**src/rtl/core/ecpq_pkg.sv**
```systemverilog
// Package for the event calendar priority queue core.
// Types, codes and constants shared by the front, back and top level.
package ecpq_pkg;

  localparam int DefaultDepth = 16;
  localparam int TimeW = 48;
  localparam int LatW  = 32;
  localparam int OccW  = 5;
  localparam logic [TimeW-1:0] TimeMax = {TimeW{1'b1}};

  typedef enum logic [1:0] {
    OP_INSERT   = 2'd0,
    OP_DISPATCH = 2'd1,
    OP_CLONE    = 2'd2,
    OP_NONE     = 2'd3
  } opcode_t;

  typedef enum logic [2:0] {
    ST_INSERTED   = 3'd0,
    ST_DISPATCHED = 3'd1,
    ST_EMPTY      = 3'd2,
    ST_FULL       = 3'd3,
    ST_NO_CURRENT = 3'd4
  } status_t;

  typedef struct packed {
    logic [1:0]  opcode;
    logic [31:0] latency;
    logic [7:0]  priority_req;
    logic [3:0]  device_id;
    logic [2:0]  op_kind;
    logic [47:0] address;
    logic [15:0] access_size;
  } in_item_t;

  typedef struct packed {
    logic [2:0]  status;
    logic [47:0] event_time;
    logic [7:0]  out_priority;
    logic [3:0]  out_device;
    logic [2:0]  out_op;
    logic [47:0] out_address;
    logic [15:0] out_size;
    logic [4:0]  occupancy;
  } out_item_t;

  // One calendar entry.
  typedef struct packed {
    logic [47:0] time_due;
    logic [7:0]  prio;
    logic [3:0]  dev;
    logic [2:0]  op;
    logic [47:0] addr;
    logic [15:0] size;
  } cal_entry_t;

  // Item handed from front to back.
  typedef struct packed {
    logic [1:0]  opcode;
    logic [31:0] latency;
    cal_entry_t  ent;
  } cmd_t;

endpackage

```
**src/rtl/core/ecpq_front.sv**
```systemverilog
// Front: input queue of decoded commands (small FIFO).
// Depends on ecpq_pkg.
module ecpq_front
  import ecpq_pkg::*;
(
  input  logic     clk,
  input  logic     rst_n,
  input  logic     push,
  input  in_item_t item,
  output logic     full,
  input  logic     take,
  output logic     avail,
  output cmd_t     cmd
);

  cmd_t       buf_r [2];
  logic       wp_r, rp_r;
  logic [1:0] cnt_r;
  cmd_t       dec;

  always_comb begin
    dec.opcode       = item.opcode;
    dec.latency      = item.latency;
    dec.ent.time_due = '0;
    dec.ent.prio     = item.priority_req;
    dec.ent.dev      = item.device_id;
    dec.ent.op       = item.op_kind;
    dec.ent.addr     = item.address;
    dec.ent.size     = item.access_size;
  end

  assign full  = (cnt_r == 2'd2);
  assign avail = (cnt_r != 2'd0);
  assign cmd   = buf_r[rp_r];

  always_ff @(posedge clk) begin
    if (push && !full) buf_r[wp_r] <= dec;
  end

  always_ff @(posedge clk) begin
    if (!rst_n) begin
      wp_r <= 1'b0; rp_r <= 1'b0; cnt_r <= 2'd0;
    end else begin
      if (push && !full) wp_r <= ~wp_r;
      if (take && avail) rp_r <= ~rp_r;
      cnt_r <= cnt_r + 2'(push && !full) - 2'(take && avail);
    end
  end

endmodule

```
**config.mk**
```make
export PLATFORM = sky130hd
export DESIGN_NAME = ecpq_front
export DESIGN_NICKNAME = d
export VERILOG_FILES = /design/src/rtl/core/ecpq_pkg.sv /design/src/rtl/core/ecpq_front.sv
export SDC_FILE = /design/constraint.sdc
export NUM_CORES = 1
export LEC_CHECK = 0
export BUFFER_PORTS_ARGS = -buffer_cell sky130_fd_sc_hd__buf_2
export CAP_MARGIN = 10
export CORE_UTILIZATION = 46
export CTS_BUF_LIST = sky130_fd_sc_hd__clkbuf_4 sky130_fd_sc_hd__clkbuf_8 sky130_fd_sc_hd__clkbuf_16
export DETAILED_ROUTE_END_ITERATION = 6
export PLACE_DENSITY = 0.76
export SLEW_MARGIN = 0
export SYNTH_ARGS = -nofsm -noshare
export SYNTH_HDL_FRONTEND = slang
export SYNTH_SLANG_ARGS = --single-unit
```
**constraint.sdc**
```tcl
create_clock -name clk -period 5.4 [get_ports clk]
set_clock_uncertainty 0.05 [all_clocks]
set_input_delay 0.27 -clock clk [delete_from_list [all_inputs] [get_ports clk]]
set_output_delay 0.27 -clock clk [all_outputs]
set_load 0.02 [all_outputs]
```
==> results.json, run 1 <==
{
  "setup_tns_ns": 0,
  "critical_path_class": "flop to output pin",
  "clk-insertion-delay-late_ns": 0.49,
  "yosysSeqAreaShare_pct": 76.1,
  "place.gp.congestion": 0.718,
  "dp_slack_ns": 2.83,
  "ys_ff_latch": 231,
  "io_buffers": 231,
  "drtIter0Drc": 150,
  "setup_slack_ns": 2.50,
  "rsz0062_at_grt": "false",
  "routed_wirelength_um": 17600,
  "cp_cell_sequence": "buf_4 > mux2_2 > buf_2",
  "drt-met1-wl_um": 6640,
  "final_cell_mix": "231 x buf_2, 226 x edfxtp_1, 114 x dlygate4sd3_1",
  "maxCapViolations": 0,
  "crit_fanout": 46,
  "final_core_util_pct": 63.7,
  "final_common_cell": "buf_2",
  "nFillCells": 1339,
  "clkTransAtPathRegs_ns": 0.06,
  "cp.arrival_ns": 2.58,
  "yosysWarnings": 0,
  "reg2regPathDepth": 3,
  "vias_per_cell": 4.58,
  "fin_crit_ns": 2.90,
  "fmax_mhz": 345,
  "multi_input_comb_area_um2": 1850,
  "cts_sinks": 231,
  "top_layer": "met4",
  "rr_startpoint": "cnt_r[0]",
  "powerDensity_nw_per_um2": 439,
  "firstDrtPassIters": 4,
  "startpoint_type": "flop",
  "slowest_stage": "dfxtp_4",
  "syn_to_final_growth_pct": 33.9,
  "ioPinCount": 280,
  "post-dp-hpwl_um": 10200,
  "final_cells": 1063,
  "synth_area_um2": 9040,
  "crit_end": "cmd[16]",
  "met2_length_um": 9410,
  "grt_max_degree": 62,
  "core-area_um2": 19000,
  "die_h_um": 142,
  "synth_cell_types": 21,
  "grt_overflow": 0,
  "drive_gt1_share_pct": 48.3,
  "ir_drop_v": 0.000297,
  "cellLeakagePower_nw": 4.81,
  "required_ns": 5.08,
  "route.detailed.wl_per_inst_um": 16.6,
  "finalSetupViolCount": 0,
  "hold_viol_final": 0,
  "antenna_found_initial": 0,
  "r2r_slack_ns": 2.91,
  "synthArstFlopShare_pct": 0,
  "outcome": "completed",
  "dp.cells": 909,
  "drc_errors": 0,
  "r2r-end": "buf_r[1][86]",
  "grt_pass1_vias": 5377,
  "cts_tree": "built",
  "syn_inst": 427,
  "ant_nets": 0,
  "final_nets": 907,
  "cts_made_buffers": 23,
  "cpPeakStageDelay_ns": 0.81,
  "die-area_um2": 20200,
  "grt_first_pass_wirelength_um": 26400,
  "rows": 50,
  "cts.path.max_buffers": 3,
  "gr-usage-all-layers_pct": 17.0,
  "drv_slew": 0,
  "tightest_slew_ns": 0.878,
  "hp-class": "input port to flop",
  "start_util_pct": 47.6,
  "synth-edff-count": 226,
  "avgSynthCellArea_um2": 21.2,
  "regArea_um2": 6890,
  "htreeDepth": 1,
  "post-route-period-util_pct": 53.7,
  "vias": 4864,
  "synthFlopType": "edfxtp_1",
  "cts_setup_buffers": 0,
  "crit_path_end_kind": "output pin",
  "slew_headroom_pct": 41.5,
  "dr_wl_met3_um": 1230,
  "ctsRootBufferMaster": "clkbuf_16",
  "fp.dieW_um": 142
}
==> through the flow <==
stage	power [W]	hold WS, ns	area (µm²)
2_1_floorplan	0.00348	0.319	9220
3_3_place_gp	0.00378	0.409	10300
3_5_place_dp	0.00382	0.411	10300
4_1_cts	0.00536	0.124	12100
5_1_grt	0.00553	0.158	12100
6_report	0.00531	0.139	12100
==> sequential cells by signal (all words and copies together) (netlist names), named ones only <==
name / cells
buf_r: 226
cnt_r: 2
rp_r: 1
wp_r: 1
==> where the power goes <==
group	internal [W]	switching [W]
clock network	0.000856	0.000602
registers	0.00226	0.000110
logic	0.000655	0.000834
total	0.00377	0.00155
==> routing by layer <==
metal  global-route usage [%]  up-vias
met5                        0        -
met4                     5.66        0
met3                     4.44       32
met2                     32.4      213
met1                     18.1     2359
li1                         -     2260
==> cells in the mapped netlist, types with 2 or more instances <==
library cell | instances | area, µm²
edfxtp_1 | 226 | 6790
mux2_4 | 70 | 1050
buf_4 | 48 | 360
mux2_2 | 43 | 484
buf_6 | 8 | 90.1
dfxtp_1 | 5 | 100
buf_2 | 4 | 20.0
nor2_1 | 4 | 15.0
inv_1 | 3 | 11.3
ha_1 | 2 | 25.0
nand2_1 | 2 | 7.51
nand2b_1 | 2 | 12.5
xnor2_1 | 2 | 17.5
==> final cells by class <==
| class | instances | share of cell area [%] |
|---|---|---|
| inverters | 3 | 0.0930 |
| multi-input cells | 179 | 15.3 |
| clock buffers | 29 | 5.13 |
| repair buffers | 350 | 19.3 |
| well taps | 260 | 2.69 |
| diodes | 1 | 0.0207 |
| clock inverters | 10 | 0.599 |
| flip-flops and latches | 231 | 56.9 |
==> cells by family after synthesis <==
group | synth area share, %
compound gates | 0.0830
mux | 17.1
other cells | 0.0415
flops | 76.1
fa+ha+maj | 0.277
buf+inv | 5.49
xor+xnor | 0.291
simple gates | 0.595
==> worst min path at each step <==
stage / startpoint / endpoint / slack, ns / depth (start not counted)
detailed placement: item[53] / buf_r[1][53] / 0.41 / 1
global route: push / wp_r / 0.16 / 3
floorplan: item[0] / buf_r[0][0] / 0.32 / 0
finish: push / wp_r / 0.14 / 3
CTS: push / wp_r / 0.12 / 3
global placement: item[78] / buf_r[0][78] / 0.41 / 1
==> critical path: cells and delay by family, from the launching register on <==
family,cells,cell delay (ns)
buffers and inverters,2,0.82
flip-flops,1,0.81
multiplexers,1,0.41
==> what timing repair did <==
item                                    4_1_cts  5_1_grt
hold endpoints to repair                    229        0
endpoints found under the setup margin        0        0
hold buffers                                114        0
gates resized for setup                       0        0
Power figures use the tool's default switching activity.
==> inputs of run 2 (changes only) <==
Settings changed: ABC_AREA from default to 1.
Clock period 5.4 ns to 2.4 ns, I/O delays scaled along.
==> run 2 against run 1 <==
  * Combinational power increased by 140%
  * Sequential share of layout area decreased by 1.4 points
  * Utilization increased by 1.6 points
  * Global-route usage increased by 1.1 points
  * Synthesized area increased by 0.11%
  * Die area increased by 0.11%
  * Via count increased by 2.3%
  * First-iteration DRC count increased by 75%
  * Non-clock buffer count increased by 5
  * Register-to-register slack got worse by 2.3 ns
  * Critical path type unchanged
  * Critical endpoint is now cmd[4]
  * Highest routed layer unchanged
==> results.json, run 2 <==
{
  "outcome": "completed",
  "dpl_cell_area_um2": 10400,
  "post-dp-hpwl_um": 11000,
  "grt_first_pass_wirelength_um": 28100,
  "vias": 4975,
  "cp.arrival_ns": 1.83,
  "ir_drop_v": 0.000661,
  "synthArstFlopShare_pct": 0,
  "ioPinCount": 280,
  "syn_to_final_growth_pct": 37.1,
  "drtIter0Drc": 262,
  "synth_common_cells": "226 x edfxtp_1, 70 x mux2_4, 48 x buf_4",
  "synthAdderAreaFrac_pct": 0.276,
  "syn_inst": 438,
  "synth_top_family_by_area": "multiplexers",
  "reg.largest.list": "buf_r: 226 flops, cnt_r: 2 flops",
  "slowest_stage": "mux2_2",
  "place.gp.congestion": 0.733,
  "htreeDepth": 1,
  "muxShareOfSynthArea_pct": 17.0,
  "synth_xor_area_share_pct": 0,
  "die_h_um": 142,
  "vias_per_cell": 4.59,
  "maxCapViolations": 0,
  "ys_ff_latch": 231,
  "cpPeakStageDelay_ns": 0.41,
  "required_ns": 2.23,
  "synth.most_common_cell": "edfxtp_1",
  "route.detailed.wl_per_inst_um": 17.1,
  "yosysSeqAreaShare_pct": 76.1,
  "drive_gt1_share_pct": 48.7,
  "p_int_w": 0.00904,
  "cts_resized": 0,
  "cts_tree": "built",
  "yosysWarnings": 0,
  "fp.dieW_um": 142,
  "antenna_found_initial": 1,
  "power_frac_clock_pct": 30.9,
  "crit_fanout": 28,
  "drv_slew": 0,
  "routed_wirelength_um": 18600,
  "hold_viol_final": 0,
  "grt_max_degree": 60,
  "yosys-top-cells-area": "edfxtp_1 75%, mux2_4 12%, mux2_2 5.3%",
  "core-area_um2": 19000,
  "post-route-period-util_pct": 83.2,
  "clkTransAtPathRegs_ns": 0.06,
  "die-area_um2": 20200,
  "hp-class": "input port to flop",
  "largest_reg_flops": 226,
  "startpoint_type": "flop",
  "tightest_slew_ns": 0.611,
  "grt_pass1_vias": 5487,
  "synthFlopType": "edfxtp_1",
  "drc_errors": 0,
  "fin_crit_ns": 2.00,
  "powerDensity_nw_per_um2": 1020,
  "firstDrtPassIters": 6,
  "yosysTopAreaCellShare_pct": 74.9,
  "dp_slack_ns": 0.546,
  "rows": 50,
  "io_buffers": 231,
  "final_cell_mix": "231 x buf_2, 226 x edfxtp_1, 116 x dlygate4sd3_1",
  "rsz0062_at_grt": "false",
  "final_core_util_pct": 65.3,
  "critical_path_class": "flop to output pin",
  "p_switching_w": 0.00368,
  "gr-usage-all-layers_pct": 18.2,
  "cts_made_buffers": 24,
  "synth_cell_types": 15,
  "synth_area_um2": 9050,
  "slew_headroom_pct": 59.2,
  "cp_cell_sequence": "buf_4 > mux2_2 > buf_2",
  "cts.path.max_buffers": 3,
  "ctsRootBufferMaster": "clkbuf_16",
  "final_nets": 924,
  "finalSetupViolCount": 0,
  "start_util_pct": 47.6,
  "synth-edff-count": 226,
  "largest_register": "buf_r",
  "p_sw_share_pct": 28.9,
  "crit_path_end_kind": "output pin",
  "clk-insertion-delay-late_ns": 0.50,
  "synth-simple-area-share_pct": 0.871,
  "yosysTopAreaCell": "edfxtp_1",
  "grt_overflow": 0,
  "avgSynthCellArea_um2": 20.7,
  "p_seq_share_pct": 41.4,
  "ant_nets": 0,
  "final_common_cell": "buf_2",
  "cellLeakagePower_nw": 4.96,
  "fmax_mhz": 501,
  "final_area_um2": 12400,
  "setup_slack_ns": 0.404,
  "synth_compound_area_share_pct": 0.111,
  "combPwrFrac_pct": 27.7,
  "cts_sinks": 231
}
run 2: cell types whose count changed in the layout (fill, tap and decap cells not counted), moves of 5 or more:
cell / change
nand2_1: +5
clkinv_2: +6
buf_12: +7
clkbuf_4: -6
run 2: layer usage:
layer / global-route usage (%) / share of wire, % / wire, µm / up-vias
li1: - / - / - / 2309
met1: 20.0 / 36 / 6750 / 2407
met2: 33.3 / 53 / 9870 / 218
met3: 5.15 / 7.7 / 1430 / 41
met4: 6.45 / 2.7 / 506 / 0
met5: 0 / 0 / 0 / -
run 2: cell type report:
| type | instances | area [µm²] |
|---|---|---|
| antenna | 1 | 2.50 |
| inverter | 8 | 33.8 |
| timing repair buffer | 355 | 2460 |
| tap | 260 | 325 |
| clock buffer | 25 | 626 |
| sequential | 231 | 6890 |
| fill | 1288 | 6600 |
| multi-input combinational | 185 | 1850 |
| clock inverter | 19 | 219 |
run 2: cells by family after synthesis:
kind of cell             count (synthesis)
AO/OA/AOI/OAI                            2
adder cells (fa/ha/maj)                  2
buffers and inverters                   69
flip-flops                             231
multiplexers                           113
other                                    1
AND/OR/NAND/NOR                         20
run 2: final timing paths:
path,end,start,slack [ns],depth (start not counted)
setup / recovery,cmd[4],flop,0.40,3
hold / removal,buf_r[0][90],item[90],0.28,2
setup reg to reg,buf_r[1][22],cnt_r[0],0.57,5
hold reg to reg,rp_r,rp_r,0.48,2
run 2: stage by stage:
stage,std cells,power [W],hold slack [ns],setup TNS [ns]
after floorplan,485,0.00779,0.163,-54.03
after global placement,923,0.00860,0.258,0
after detailed placement,923,0.00873,0.261,0
after CTS,1083,0.0128,0.254,0
after global routing,1084,0.0132,0.271,0
final,1084,0.0127,0.283,0
run 2: what timing repair did:
item                                   in CTS  in global routing
hold buffers                              116                  0
endpoints found under the hold margin     231                  0
buffers inserted                            0                  0
run 2: critical path, delay by kind of cell (launching register included):
kind / cells / cell delay [ns]
mux: 1 / 0.41
buf+inv: 2 / 0.52
flops: 1 / 0.38
run 2: power by group through the flow:
stage	logic [W]	clock network [W]	registers (W)
4_1_cts	0.00353	0.00401	0.00527
5_1_grt	0.00375	0.00417	0.00531
3_3_place_gp	0.00329	0	0.00531
3_5_place_dp	0.00337	0	0.00535
6_report	0.00352	0.00394	0.00527
2_1_floorplan	0.00247	0	0.00532
==> inputs of run 3 (changes only) <==
Settings changed: CORE_UTILIZATION 46 to 51, PLACE_DENSITY 0.76 to 0.8.
Clock period 2.4 ns to 1.95 ns, I/O delays scaled along.
==> run 3 against run 2 <==
  * The run now ends with negative setup slack left
  * Sequential share of layout area is 0.17 points lower
  * Clock power grew 10%
  * Critical path depth is the same
  * Die area shrank 9.7%
  * Clock-buffer cell count is 3 higher
  * Sequential cell count did not move
  * Wire length up 1.7%
  * Non-clock buffer count down 1
  * Critical path type unchanged
  * Cell count decreased by 3.4%
  * Setup slack worse by 0.44 ns
  * Combinational power grew 29%
  * Sequential power up 23%
  * Critical endpoint is now cmd[1]
==> results.json, run 3 (same netlist as run 2, synthesis figures left out) <==
{
  "hp-class": "input port to flop",
  "clk-insertion-delay-late_ns": 0.49,
  "gr-usage-all-layers_pct": 19.6,
  "final_core_util_pct": 72.0,
  "place.gp.congestion": 0.726,
  "route.detailed.wl_per_inst_um": 18.0,
  "top_usage_layer": "met2",
  "cts.path.max_buffers": 3,
  "ant_nets": 0,
  "cellLeakagePower_nw": 4.97,
  "cp.arrival_ns": 1.84,
  "powerDensity_nw_per_um2": 1240,
  "final_common_cell": "edfxtp_1",
  "io_buffers": 231,
  "ioPinCount": 280,
  "crit_path_end_kind": "output pin",
  "cts_made_buffers": 24,
  "maxCapViolations": 0,
  "reg.largest.list": "buf_r: 226 flops, cnt_r: 2 flops",
  "routed_wirelength_um": 18900,
  "dp_slack_ns": 0.407,
  "post-dp-hpwl_um": 11100,
  "fp.dieW_um": 135,
  "crit_fanout": 62,
  "grt_first_pass_wirelength_um": 27200,
  "met3_usage_pct": 4.68,
  "post-route-period-util_pct": 102,
  "setup_tns_ns": -0.0397,
  "start_util_pct": 52.4,
  "rows": 48,
  "hold_viol_final": 0,
  "crit_buf_inv": 2,
  "final_cell_mix": "226 x edfxtp_1, 203 x buf_2, 116 x dlygate4sd3_1",
  "syn_to_final_growth_pct": 37.5,
  "setup_slack_ns": -0.0385,
  "violations": "negative setup slack",
  "vias": 5066,
  "p_seq_share_pct": 42.2,
  "path_delay_family": "buffers and inverters",
  "vias_per_cell": 4.84,
  "largest_register": "buf_r",
  "fin_crit_ns": 1.99,
  "cpPeakStageDelay_ns": 0.40,
  "htreeDepth": 1,
  "finalPower_w": 0.0154,
  "grt_max_degree": 67,
  "ctsRootBufferMaster": "clkbuf_16",
  "grt_overflow": 0,
  "die_h_um": 135,
  "outcome": "finished with violations",
  "largest_reg_flops": 226,
  "cts_tree": "built",
  "p_int_w": 0.0110,
  "finalSetupViolCount": 2,
  "timing.hold.ws_ns": 0.274,
  "drv_slew": 0,
  "clkTransAtPathRegs_ns": 0.06,
  "firstDrtPassIters": 4,
  "power_frac_clock_pct": 28.2,
  "fmax_mhz": 503,
  "final_nets": 923,
  "startpoint_type": "flop",
  "grt_use_met1_pct": 22.8,
  "nFillCells": 1052,
  "required_ns": 1.80,
  "drtIter0Drc": 210,
  "slowest_stage": "mux2_2",
  "cp_cell_sequence": "buf_16 > mux2_2 > buf_2",
  "p_switching_w": 0.00444,
  "rsz0062_at_grt": "true",
  "grt_pass1_vias": 5377,
  "use_met2_pct": 35.7,
  "core-area_um2": 17300,
  "drive_gt1_share_pct": 48.1,
  "antenna_found_initial": 1,
  "cts_sinks": 231,
  "ir_drop_v": 0.000996,
  "combPwrFrac_pct": 29.6,
  "die-area_um2": 18300,
  "p_sw_share_pct": 28.8,
  "critical_path_class": "flop to output pin",
  "drc_errors": 0
}
## run 3: routing by layer
layer	wire length, µm	part of all wire, %
met1	7110	38
met2	10000	53
met3	1450	7.7
met4	273	1.4
met5	0	0
## run 3: repair_timing
action	in CTS	in global routing
buffers inserted	0	0
endpoints found under the hold margin	231	0
hold buffers	116	0
resized for setup	1	56
setup endpoints to repair	24	80
## run 3: layout make-up
type	instances	area (µm²)	share of cell area, %
Clock inverter	15	115	0.924
Inverter	8	33.8	0.271
Sequential cell	231	6890	55.4
Multi-Input combinational cell	185	1850	14.9
Antenna cell	1	2.50	0.0201
Tap cell	225	282	2.26
Clock buffer	28	648	5.20
Timing Repair Buffer	354	2630	21.1
## run 3: metrics by stage
stage / area (µm²) / instances
global route: 12500 / 1046
floorplan: 9260 / 485
finish: 12500 / 1047
CTS: 12300 / 1046
global placement: 10300 / 887
detailed placement: 10300 / 887
## run 3: worst paths after layout
kind / start / end / slack [ns] / cells past startpoint
worst max-delay path: flop / cmd[1] / -0.04 / 3
worst min-delay path: item[83] / buf_r[0][83] / 0.27 / 2
worst max register to register: cnt_r[0] / cnt_r[1] / 0.40 / 10
worst min register to register: rp_r / flop / 0.47 / 2
## run 3: power groups by stage
stage	clock network, W	registers (W)	logic (W)
6_report	0.00435	0.00650	0.00455
4_1_cts	0.00444	0.00650	0.00432
3_5_place_dp	0	0.00659	0.00410
2_1_floorplan	0	0.00655	0.00304
5_1_grt	0.00465	0.00655	0.00481
3_3_place_gp	0	0.00654	0.00401
